**src/design/slafe_pkg.sv**
```systemverilog
// Package for the serial link acknowledge flow engine.
// Holds the default ring depths, line word constants and the command word
// that the front end hands to the back end. No dependencies.
`default_nettype none

package slafe_pkg;

    // Default ring depths. Each ring keeps one slot unused.
    localparam int RX_DEPTH_DEF = 256;
    localparam int TX_DEPTH_DEF = 256;

    // Word sent on the line as an acknowledge.
    localparam logic [8:0] ACK_WORD = 9'h1FF;

    // Byte returned by a read of an empty receive ring.
    localparam logic [7:0] EMPTY_READ_BYTE = 8'hFF;

    // Saturation limit of the acknowledge counter and the level output.
    localparam logic [7:0] COUNT_MAX = 8'hFF;

    // Input mode codes.
    localparam logic [1:0] MODE_LINE  = 2'd0;
    localparam logic [1:0] MODE_WRITE = 2'd1;
    localparam logic [1:0] MODE_READ  = 2'd2;
    localparam logic [1:0] MODE_TICK  = 2'd3;

    // Command kinds after classification.
    localparam logic [2:0] CMD_ACK   = 3'd0;
    localparam logic [2:0] CMD_DATA  = 3'd1;
    localparam logic [2:0] CMD_WRITE = 3'd2;
    localparam logic [2:0] CMD_READ  = 3'd3;
    localparam logic [2:0] CMD_TICK  = 3'd4;

    // Depth of the command queue between front and back end.
    localparam int CMDQ_DEPTH = 2;

    typedef struct packed {
        logic [2:0] kind;
        logic [7:0] data;
    } cmd_t;

endpackage

`default_nettype wire

```
**src/design/slafe_ram.sv**
```systemverilog
// Generic single write port, single read port RAM with registered read.
// Used for both byte rings. No dependencies.
`default_nettype none

module slafe_ram #(
    parameter int WIDTH = 8,
    parameter int DEPTH = 256
) (
    input  wire logic                     clk,
    input  wire logic                     we,
    input  wire logic [$clog2(DEPTH)-1:0] waddr,
    input  wire logic [WIDTH-1:0]         wdata,
    input  wire logic                     re,
    input  wire logic [$clog2(DEPTH)-1:0] raddr,
    output logic      [WIDTH-1:0]         rdata
);

    logic [WIDTH-1:0] mem [DEPTH];

    always_ff @(posedge clk)
    begin
        if (we)
        begin
            mem[waddr] <= wdata;
        end
        if (re)
        begin
            rdata <= mem[raddr];
        end
    end

endmodule

`default_nettype wire

```
**src/design/slafe_front.sv**
```systemverilog
// Front end: accepts input words, classifies them into commands and holds
// them in a short queue for the back end. Depends on slafe_pkg.
`default_nettype none

module slafe_front (
    input  wire logic              clk,
    input  wire logic              rst_n,
    input  wire logic              in_valid,
    output logic                   in_stall,
    input  wire logic [1:0]        mode,
    input  wire logic [8:0]        line_word,
    input  wire logic [7:0]        host_byte,
    output logic                   q_valid,
    output slafe_pkg::cmd_t        q_cmd,
    input  wire logic              q_pop
);

    localparam int QAW = $clog2(slafe_pkg::CMDQ_DEPTH);
    localparam int QCW = $clog2(slafe_pkg::CMDQ_DEPTH + 1);

    slafe_pkg::cmd_t cmd_in;
    slafe_pkg::cmd_t q_mem_reg [slafe_pkg::CMDQ_DEPTH];
    logic [QAW-1:0]  wr_ptr_reg, wr_ptr_next;
    logic [QAW-1:0]  rd_ptr_reg, rd_ptr_next;
    logic [QCW-1:0]  cnt_reg, cnt_next;
    logic            push;
    logic            pop;

    // A line word is inverted on the wire; its low bit clear after inversion
    // marks an acknowledge, otherwise the upper eight bits carry the data.
    always_comb
    begin
        cmd_in.data = 8'h00;
        case (mode)
            slafe_pkg::MODE_LINE:
            begin
                if (line_word[0])
                begin
                    cmd_in.kind = slafe_pkg::CMD_ACK;
                end
                else
                begin
                    cmd_in.kind = slafe_pkg::CMD_DATA;
                    cmd_in.data = ~line_word[8:1];
                end
            end
            slafe_pkg::MODE_WRITE:
            begin
                cmd_in.kind = slafe_pkg::CMD_WRITE;
                cmd_in.data = host_byte;
            end
            slafe_pkg::MODE_READ:
            begin
                cmd_in.kind = slafe_pkg::CMD_READ;
            end
            default:
            begin
                cmd_in.kind = slafe_pkg::CMD_TICK;
            end
        endcase
    end

    assign in_stall = (cnt_reg == QCW'(slafe_pkg::CMDQ_DEPTH));
    assign push     = in_valid && !in_stall;
    assign q_valid  = (cnt_reg != '0);
    assign pop      = q_pop && q_valid;
    assign q_cmd    = q_mem_reg[rd_ptr_reg];

    always_comb
    begin
        wr_ptr_next = wr_ptr_reg;
        rd_ptr_next = rd_ptr_reg;
        cnt_next    = cnt_reg;
        if (push)
        begin
            wr_ptr_next = (wr_ptr_reg == QAW'(slafe_pkg::CMDQ_DEPTH - 1)) ?
                          '0 : wr_ptr_reg + QAW'(1);
        end
        if (pop)
        begin
            rd_ptr_next = (rd_ptr_reg == QAW'(slafe_pkg::CMDQ_DEPTH - 1)) ?
                          '0 : rd_ptr_reg + QAW'(1);
        end
        if (push && !pop)
        begin
            cnt_next = cnt_reg + QCW'(1);
        end
        else if (pop && !push)
        begin
            cnt_next = cnt_reg - QCW'(1);
        end
    end

    always_ff @(posedge clk or negedge rst_n)
    begin
        if (!rst_n)
        begin
            wr_ptr_reg <= '0;
            rd_ptr_reg <= '0;
            cnt_reg    <= '0;
        end
        else
        begin
            wr_ptr_reg <= wr_ptr_next;
            rd_ptr_reg <= rd_ptr_next;
            cnt_reg    <= cnt_next;
        end
    end

    always_ff @(posedge clk)
    begin
        if (push)
        begin
            q_mem_reg[wr_ptr_reg] <= cmd_in;
        end
    end

endmodule

`default_nettype wire

```
**src/design/slafe_back.sv**
```systemverilog
// Back end: executes commands against the receive and transmit rings and the
// acknowledge state, and drives the output word register.
// Depends on slafe_pkg and slafe_ram.
`default_nettype none

module slafe_back #(
    parameter int RX_DEPTH = slafe_pkg::RX_DEPTH_DEF,
    parameter int TX_DEPTH = slafe_pkg::TX_DEPTH_DEF
) (
    input  wire logic             clk,
    input  wire logic             rst_n,
    input  wire logic             q_valid,
    input  wire slafe_pkg::cmd_t  q_cmd,
    output logic                  q_pop,
    output logic                  out_valid,
    input  wire logic             out_stall,
    output logic                  line_send_valid,
    output logic [8:0]            line_send_word,
    output logic                  read_valid,
    output logic [7:0]            read_byte,
    output logic                  write_accepted,
    output logic [7:0]            rx_level,
    output logic                  tx_is_empty,
    output logic                  awaiting_ack
);

    localparam int RXW = $clog2(RX_DEPTH);
    localparam int TXW = $clog2(TX_DEPTH);
    localparam int CW  = RXW + 1;
    localparam int LW  = (CW > 8) ? CW : 8;

    localparam logic ST_IDLE = 1'b0;
    localparam logic ST_RESP = 1'b1;

    logic           st_reg, st_next;
    logic [RXW-1:0] rx_head_reg, rx_head_next;
    logic [RXW-1:0] rx_tail_reg, rx_tail_next;
    logic [TXW-1:0] tx_head_reg, tx_head_next;
    logic [TXW-1:0] tx_tail_reg, tx_tail_next;
    logic           held_ack_reg, held_ack_next;
    logic [7:0]     ack_count_reg, ack_count_next;
    logic           tx_full_reg, tx_full_next;
    logic           wait_ack_reg, wait_ack_next;

    // Per-item flags carried from the execute cycle to the response cycle.
    logic           p_send_ack_reg, p_send_ack_next;
    logic           p_send_data_reg, p_send_data_next;
    logic           p_rd_ok_reg, p_rd_ok_next;
    logic           p_rd_empty_reg, p_rd_empty_next;
    logic           p_wr_ok_reg, p_wr_ok_next;

    logic           out_valid_reg;
    logic           go;

    logic [RXW-1:0] rx_nh, rx_nnh, rx_nt;
    logic [TXW-1:0] tx_nh, tx_nt;
    logic           rx_we, rx_re, tx_we, tx_re;
    logic [7:0]     rx_rdata, tx_rdata;
    logic [CW-1:0]  rx_cnt;
    logic [LW-1:0]  rx_cnt_ext;

    assign go    = (st_reg == ST_IDLE) && q_valid && (!out_valid_reg || !out_stall);
    assign q_pop = go;

    assign rx_nh  = (rx_head_reg == RXW'(RX_DEPTH - 1)) ? '0 : rx_head_reg + RXW'(1);
    assign rx_nnh = (rx_nh == RXW'(RX_DEPTH - 1)) ? '0 : rx_nh + RXW'(1);
    assign rx_nt  = (rx_tail_reg == RXW'(RX_DEPTH - 1)) ? '0 : rx_tail_reg + RXW'(1);
    assign tx_nh  = (tx_head_reg == TXW'(TX_DEPTH - 1)) ? '0 : tx_head_reg + TXW'(1);
    assign tx_nt  = (tx_tail_reg == TXW'(TX_DEPTH - 1)) ? '0 : tx_tail_reg + TXW'(1);

    always_comb
    begin
        st_next          = st_reg;
        rx_head_next     = rx_head_reg;
        rx_tail_next     = rx_tail_reg;
        tx_head_next     = tx_head_reg;
        tx_tail_next     = tx_tail_reg;
        held_ack_next    = held_ack_reg;
        ack_count_next   = ack_count_reg;
        tx_full_next     = tx_full_reg;
        wait_ack_next    = wait_ack_reg;
        p_send_ack_next  = p_send_ack_reg;
        p_send_data_next = p_send_data_reg;
        p_rd_ok_next     = p_rd_ok_reg;
        p_rd_empty_next  = p_rd_empty_reg;
        p_wr_ok_next     = p_wr_ok_reg;
        rx_we            = 1'b0;
        rx_re            = 1'b0;
        tx_we            = 1'b0;
        tx_re            = 1'b0;

        if (go)
        begin
            st_next          = ST_RESP;
            p_send_ack_next  = 1'b0;
            p_send_data_next = 1'b0;
            p_rd_ok_next     = 1'b0;
            p_rd_empty_next  = 1'b0;
            p_wr_ok_next     = 1'b0;
            case (q_cmd.kind)
                slafe_pkg::CMD_ACK:
                begin
                    if (ack_count_reg != slafe_pkg::COUNT_MAX)
                    begin
                        ack_count_next = ack_count_reg + 8'd1;
                    end
                end
                slafe_pkg::CMD_DATA:
                begin
                    if (rx_nh == rx_tail_reg)
                    begin
                        held_ack_next = 1'b1;
                    end
                    else
                    begin
                        rx_we        = 1'b1;
                        rx_head_next = rx_nh;
                        if (rx_nnh == rx_tail_reg)
                        begin
                            held_ack_next = 1'b1;
                        end
                        else
                        begin
                            held_ack_next   = 1'b0;
                            p_send_ack_next = 1'b1;
                        end
                    end
                end
                slafe_pkg::CMD_WRITE:
                begin
                    if (!tx_full_reg)
                    begin
                        if (tx_nh == tx_tail_reg)
                        begin
                            tx_full_next = 1'b1;
                        end
                        else
                        begin
                            tx_we        = 1'b1;
                            tx_head_next = tx_nh;
                            p_wr_ok_next = 1'b1;
                        end
                    end
                end
                slafe_pkg::CMD_READ:
                begin
                    if (rx_head_reg == rx_tail_reg)
                    begin
                        p_rd_empty_next = 1'b1;
                    end
                    else
                    begin
                        rx_re        = 1'b1;
                        rx_tail_next = rx_nt;
                        p_rd_ok_next = 1'b1;
                        if (held_ack_reg)
                        begin
                            p_send_ack_next = 1'b1;
                            held_ack_next   = 1'b0;
                        end
                    end
                end
                default:
                begin
                    if (wait_ack_reg)
                    begin
                        if (ack_count_reg != 8'd0)
                        begin
                            ack_count_next = ack_count_reg - 8'd1;
                            wait_ack_next  = 1'b0;
                        end
                    end
                    else if (tx_head_reg != tx_tail_reg)
                    begin
                        tx_re            = 1'b1;
                        tx_tail_next     = tx_nt;
                        tx_full_next     = 1'b0;
                        p_send_data_next = 1'b1;
                        wait_ack_next    = 1'b1;
                    end
                end
            endcase
        end
        else if (st_reg == ST_RESP)
        begin
            st_next = ST_IDLE;
        end
    end

    slafe_ram #(
        .WIDTH (8),
        .DEPTH (RX_DEPTH)
    ) u_rx_ram (
        .clk   (clk),
        .we    (rx_we),
        .waddr (rx_head_reg),
        .wdata (q_cmd.data),
        .re    (rx_re),
        .raddr (rx_tail_reg),
        .rdata (rx_rdata)
    );

    slafe_ram #(
        .WIDTH (8),
        .DEPTH (TX_DEPTH)
    ) u_tx_ram (
        .clk   (clk),
        .we    (tx_we),
        .waddr (tx_head_reg),
        .wdata (q_cmd.data),
        .re    (tx_re),
        .raddr (tx_tail_reg),
        .rdata (tx_rdata)
    );

    // Receive ring fill level from the already updated pointers.
    assign rx_cnt = CW'(rx_head_reg) - CW'(rx_tail_reg) +
                    ((rx_head_reg < rx_tail_reg) ? CW'(RX_DEPTH) : '0);
    assign rx_cnt_ext = LW'(rx_cnt);

    always_ff @(posedge clk or negedge rst_n)
    begin
        if (!rst_n)
        begin
            st_reg        <= ST_IDLE;
            rx_head_reg   <= '0;
            rx_tail_reg   <= '0;
            tx_head_reg   <= '0;
            tx_tail_reg   <= '0;
            held_ack_reg  <= 1'b0;
            ack_count_reg <= '0;
            tx_full_reg   <= 1'b0;
            wait_ack_reg  <= 1'b0;
            out_valid_reg <= 1'b0;
        end
        else
        begin
            st_reg        <= st_next;
            rx_head_reg   <= rx_head_next;
            rx_tail_reg   <= rx_tail_next;
            tx_head_reg   <= tx_head_next;
            tx_tail_reg   <= tx_tail_next;
            held_ack_reg  <= held_ack_next;
            ack_count_reg <= ack_count_next;
            tx_full_reg   <= tx_full_next;
            wait_ack_reg  <= wait_ack_next;
            if (st_reg == ST_RESP)
            begin
                out_valid_reg <= 1'b1;
            end
            else if (!out_stall)
            begin
                out_valid_reg <= 1'b0;
            end
        end
    end

    always_ff @(posedge clk)
    begin
        p_send_ack_reg  <= p_send_ack_next;
        p_send_data_reg <= p_send_data_next;
        p_rd_ok_reg     <= p_rd_ok_next;
        p_rd_empty_reg  <= p_rd_empty_next;
        p_wr_ok_reg     <= p_wr_ok_next;
        if (st_reg == ST_RESP)
        begin
            line_send_valid <= p_send_ack_reg || p_send_data_reg;
            if (p_send_data_reg)
            begin
                line_send_word <= {~tx_rdata, 1'b0};
            end
            else if (p_send_ack_reg)
            begin
                line_send_word <= slafe_pkg::ACK_WORD;
            end
            else
            begin
                line_send_word <= 9'h000;
            end
            read_valid <= p_rd_ok_reg;
            if (p_rd_ok_reg)
            begin
                read_byte <= rx_rdata;
            end
            else if (p_rd_empty_reg)
            begin
                read_byte <= slafe_pkg::EMPTY_READ_BYTE;
            end
            else
            begin
                read_byte <= 8'h00;
            end
            write_accepted <= p_wr_ok_reg;
            rx_level       <= (rx_cnt_ext > LW'(slafe_pkg::COUNT_MAX)) ?
                              slafe_pkg::COUNT_MAX : rx_cnt_ext[7:0];
            tx_is_empty    <= (tx_head_reg == tx_tail_reg);
            awaiting_ack   <= wait_ack_reg;
        end
    end

    assign out_valid = out_valid_reg;

endmodule

`default_nettype wire

```
**src/design/serial_link_ack_flow_engine.sv**
```systemverilog
// Top level of the serial link acknowledge flow engine.
// Instantiates slafe_front and slafe_back; depends on slafe_pkg.
//
//  Channel  Handshake            Payload
//  -------  -------------------  -------------------------------------------
//  input    in_valid / in_stall   mode, line_word, host_byte
//  output   out_valid / out_stall line_send_valid, line_send_word, read_valid,
//                                 read_byte, write_accepted, rx_level,
//                                 tx_is_empty, awaiting_ack
//
// Each word passes the back end in an execute step, which updates the ring pointers
// and flags and starts the ring read, and a response step, which takes the registered
// read data of the ring RAM and loads the output register. The back end takes no new
// word until the response step of the last word is done.
// Reset (rst_n, asynchronous, active low) empties both rings and clears the
// acknowledge state; the ring RAMs need no clearing pass.
// The input side stalls only when the two-entry command queue is full, so it
// keeps taking words while a result waits on a stalled output.
`default_nettype none

module serial_link_ack_flow_engine #(
    parameter int RX_DEPTH = slafe_pkg::RX_DEPTH_DEF,
    parameter int TX_DEPTH = slafe_pkg::TX_DEPTH_DEF
) (
    input  wire logic       clk,
    input  wire logic       rst_n,
    input  wire logic       in_valid,
    output logic            in_stall,
    input  wire logic [1:0] mode,
    input  wire logic [8:0] line_word,
    input  wire logic [7:0] host_byte,
    output logic            out_valid,
    input  wire logic       out_stall,
    output logic            line_send_valid,
    output logic [8:0]      line_send_word,
    output logic            read_valid,
    output logic [7:0]      read_byte,
    output logic            write_accepted,
    output logic [7:0]      rx_level,
    output logic            tx_is_empty,
    output logic            awaiting_ack
);

    // Classified command word handed from the front end to the back end.
    slafe_pkg::cmd_t q_cmd;
    logic            q_valid;
    logic            q_pop;

    // The front end inverts and classifies line words and queues every word
    // as a command, so input acceptance never waits on the rings.
    slafe_front u_front (
        .clk       (clk),
        .rst_n     (rst_n),
        .in_valid  (in_valid),
        .in_stall  (in_stall),
        .mode      (mode),
        .line_word (line_word),
        .host_byte (host_byte),
        .q_valid   (q_valid),
        .q_cmd     (q_cmd),
        .q_pop     (q_pop)
    );

    // The back end owns both rings, the held acknowledge and the acknowledge
    // counter, and pops a command only when the output register is free or
    // draining, so no result is ever overwritten.
    slafe_back #(
        .RX_DEPTH (RX_DEPTH),
        .TX_DEPTH (TX_DEPTH)
    ) u_back (
        .clk             (clk),
        .rst_n           (rst_n),
        .q_valid         (q_valid),
        .q_cmd           (q_cmd),
        .q_pop           (q_pop),
        .out_valid       (out_valid),
        .out_stall       (out_stall),
        .line_send_valid (line_send_valid),
        .line_send_word  (line_send_word),
        .read_valid      (read_valid),
        .read_byte       (read_byte),
        .write_accepted  (write_accepted),
        .rx_level        (rx_level),
        .tx_is_empty     (tx_is_empty),
        .awaiting_ack    (awaiting_ack)
    );

endmodule

`default_nettype wire

```
**config.mk**
```make
export PLATFORM = sky130hd
export DESIGN_NAME = serial_link_ack_flow_engine
export DESIGN_NICKNAME = d
export VERILOG_FILES = /design/src/design/slafe_pkg.sv /design/src/design/slafe_ram.sv /design/src/design/slafe_front.sv /design/src/design/slafe_back.sv /design/src/design/serial_link_ack_flow_engine.sv
export SDC_FILE = /design/constraint.sdc
export NUM_CORES = 2
export LEC_CHECK = 0
export BUFFER_PORTS_ARGS = -buffer_cell sky130_fd_sc_hd__buf_4
export CORE_ASPECT_RATIO = 1.25
export CORE_UTILIZATION = 50
export CTS_CLUSTER_DIAMETER = 50
export DETAILED_ROUTE_END_ITERATION = 8
export PLACE_DENSITY = 0.72
export SETUP_SLACK_MARGIN = 0.3
export SLEW_MARGIN = 0
export SYNTH_ARGS = -nofsm -noshare
export SYNTH_HDL_FRONTEND = slang
export SYNTH_HIERARCHICAL = 1
export SYNTH_MEMORY_MAX_BITS = 65536
export SYNTH_SLANG_ARGS = --single-unit
```
**constraint.sdc**
```tcl
create_clock -name clk -period 14.64 [get_ports clk]
set_input_delay 2.928 -clock clk [delete_from_list [all_inputs] [get_ports clk]]
set_output_delay 2.928 -clock clk [all_outputs]
set_load 0.02 [all_outputs]
```
==> impl_metrics.toml <==
[critical_path]
cp.required_ps = 15330
path_class = "reg -> reg"
critPathMaxFanout = 101
critPathMaxStageDelay_ps = 1010
r2r_slack_ps = 8610
arrival_ps = 6720
worst_setup_path_start_kind = "flip-flop"
path_cells = "buf_4 -> buf_12 -> buf_4 -> mux4_2 -> mux4_2 -> nor2b_1 -> nor4_1 -> nor4_1"
cp-end-kind = "flip-flop"
cp_slowest_cell = "nor4_1"

[place]
hpwlAfterDp_microns = 251500
place_congestion = 0.8897
placed_area_sq_um = 169800
io_buffers = 54

[timing]
fin_crit_ps = 6034
fin_crit_sh = 0.4122
hold_viol = 0
final.setup.tns_ps = 0
timing_max_transition_violations_final = 0
finalSetupViolCount = 0
slew_headroom = 0.08346
clock_skew_ps = 87.30
clock.fmax_mhz = 165.7
worst_pin_slew_ps = 1362
rsz0062_at_grt = "no"

[routing]
vias = 83849
drt-total-wl_microns = 417000
viasPerCell = 6.491
first_pass_iters = 6
routedWlPerCell_microns = 32.28
dr.first_iter.drc_count = 10620
drc = 0
drtAntennaViolNets = 0

[synthesis]
yosysWarnings = 6
ys_types = 91
synth_ff_type = "edfxtp_1"
yosysTopAreaCellShare = 0.7572
ys_seq_elements = 4218
async_reset_ff_frac = 0.01162
synthTopCellsByArea = "edfxtp_1 76%, mux4_2 12%, mux2i_1 1.6%"
synth_fp_nets = 8079
netlist_top_cells_count = "4169 x edfxtp_1, 908 x mux4_2, 596 x nor2_1"
yosysMostFrequentCell = "edfxtp_1"
synth_largest_area_cell = "edfxtp_1"
syn_avg_cell_area_sq_um = 20.59
synth-seq-area-share = 0.7646
syn_inst = 8030
syn_area_sq_um = 165300
synth_edf_count = 4169

[power]
power_frac_comb = 0.259
intPower_mw = 24.54
irDropWorstVdd_mv = 0.2630
power.leakage_nw = 56.63
power_density_nw_per_um2 = 192.8
clkPwrFrac = 0.308
netSwitchingPower_mw = 10.91
sw_frac_of_total = 0.3077
seqPwrFrac = 0.432

[clocking]
hold_buffers = 0
clk_pin_slew_worst_paths_ps = 70
cts-root-buf = "clkbuf_16"
cts_sinks = 4218
cts_setup_buffers = 0
htree_levels = 5
worstSkewPairLatency_ps = 990
cts_tree = "done"
cts-resized-gates = 0
numCtsBuffers = 419
cts_buffer_depth = 4

[grt]
grt_pass1_vias = 83612
antenna_found_initial = 5
grt_pass1_wl_microns = 601200
groute.usage.overall = 0.2496
grt_max_degree = 172
globalRouteOverflowTotal = 0

[floorplanning]
rows = 235
die_h_microns = 644.9
start_util = 0.5034
fp.dieArea_sq_um = 333000
die_x_microns = 516.3
io-pin-count = 55
core_area_sq_um = 328400

[final_layout]
syn2layout_area_growth_pct = 11.25
fillers = 23495
nets = 8215
fin_area_sq_um = 183900
utilization = 0.5601
drive_gt1_frac = 0.2198

[run]
maxCapViolCount = 0

[outcome]
status = "finished, final reports clean"

[min_path]
hold_path_class = "reg -> reg"
## worst max-delay path, delay by kind of cell, from the launching register on
| family | cells | cell delay, ps |
|---|---|---|
| buffers and inverters | 3 | 2220 |
| flip-flops | 1 | 820 |
| multiplexers | 2 | 1090 |
| AND/OR/NAND/NOR | 3 | 1360 |
## per-layer routing
| metal | track usage | wire length (microns) |
|---|---|---|
| met5 | 0 | 80 |
| met4 | 0.1173 | 21460 |
| met3 | 0.04207 | 37250 |
| met2 | 0.4071 | 205800 |
| met1 | 0.3284 | 152300 |
## cell usage in the layout, fill, tap and decap left out, types with 68 or more instances in the layout
master,count
nand2_1,126
clkinv_2,69
o221ai_1,93
mux4_2,908
a22oi_1,268
mux2i_1,271
clkbuf_16,427
buf_4,192
nand3_1,68
edfxtp_1,4169
a21oi_1,217
nor2_1,589
## kinds of logic after synthesis
| logic type | Yosys count | share of synthesized area |
|---|---|---|
| AOI/OAI and AO/OA | 880 | 0.03744 |
| xor gates and xnor gates | 57 | 0.003103 |
| adders and majority gates | 27 | 0.002119 |
| buffers and inverters | 524 | 0.01915 |
| DFF | 4218 | 0.7646 |
| muxes | 1205 | 0.1424 |
| and+or+nand+nor | 1119 | 0.03116 |
## final timing paths
check                                                  start                                  to  depth (start not counted)
hold reg to reg                 u_back/p_wr_ok_reg$_DFFE_PP_     u_back/write_accepted$_DFFE_PP_                          0
setup / recovery           u_back/tx_tail_reg[0]$_DFFE_PN0P_  u_back/u_tx_ram/rdata[4]$_DFFE_PP_                          8
setup reg to reg           u_back/tx_tail_reg[0]$_DFFE_PN0P_  u_back/u_tx_ram/rdata[4]$_DFFE_PP_                          8
hold / removal                  u_back/p_wr_ok_reg$_DFFE_PP_     u_back/write_accepted$_DFFE_PP_                          0
min in group asynchronous                              rst_n   u_back/tx_tail_reg[2]$_DFFE_PN0P_                          1
max in group asynchronous                              rst_n   u_back/rx_tail_reg[1]$_DFFE_PN0P_                          1
## area by class of cell
| type | instances | area (sq um) | area share |
|---|---|---|---|
| Antenna cell | 9 | 22.52 | 0.0001224 |
| Clock buffer | 494 | 10970 | 0.05962 |
| Clock inverter | 286 | 3181 | 0.01729 |
| Inverter | 33 | 123.9 | 0.0006734 |
| Multi-Input combinational cell | 3288 | 36000 | 0.1957 |
| Sequential cell | 4218 | 126400 | 0.6874 |
| Tap cell | 4384 | 5485 | 0.02982 |
| Timing Repair Buffer | 206 | 1722 | 0.009360 |
## power by group through the flow
stage | sequential (mW) | clock (mW) | combinational (mW)
after global placement | 15.6 | 0 | 8.99
final | 15.3 | 10.9 | 9.20
after detailed placement | 15.6 | 0 | 9.16
after global routing | 15.3 | 11.5 | 9.64
after floorplan | 15.6 | 0 | 6.31
after CTS | 15.3 | 11.0 | 9.21
## metrics by stage
step	std cells	worst slack (ps)	hold WS, ps	total power, mW
6_report	12918	8606	468.3	35.46
5_1_grt	12911	8439	478.5	36.47
4_1_cts	12909	8673	482.3	35.57
3_5_place_dp	12129	7777	467.8	24.73
3_3_place_gp	12129	7902	459.9	24.55
2_1_floorplan	8030	8973	400.3	21.87
Note: power is estimated with default switching activity, not from simulation.
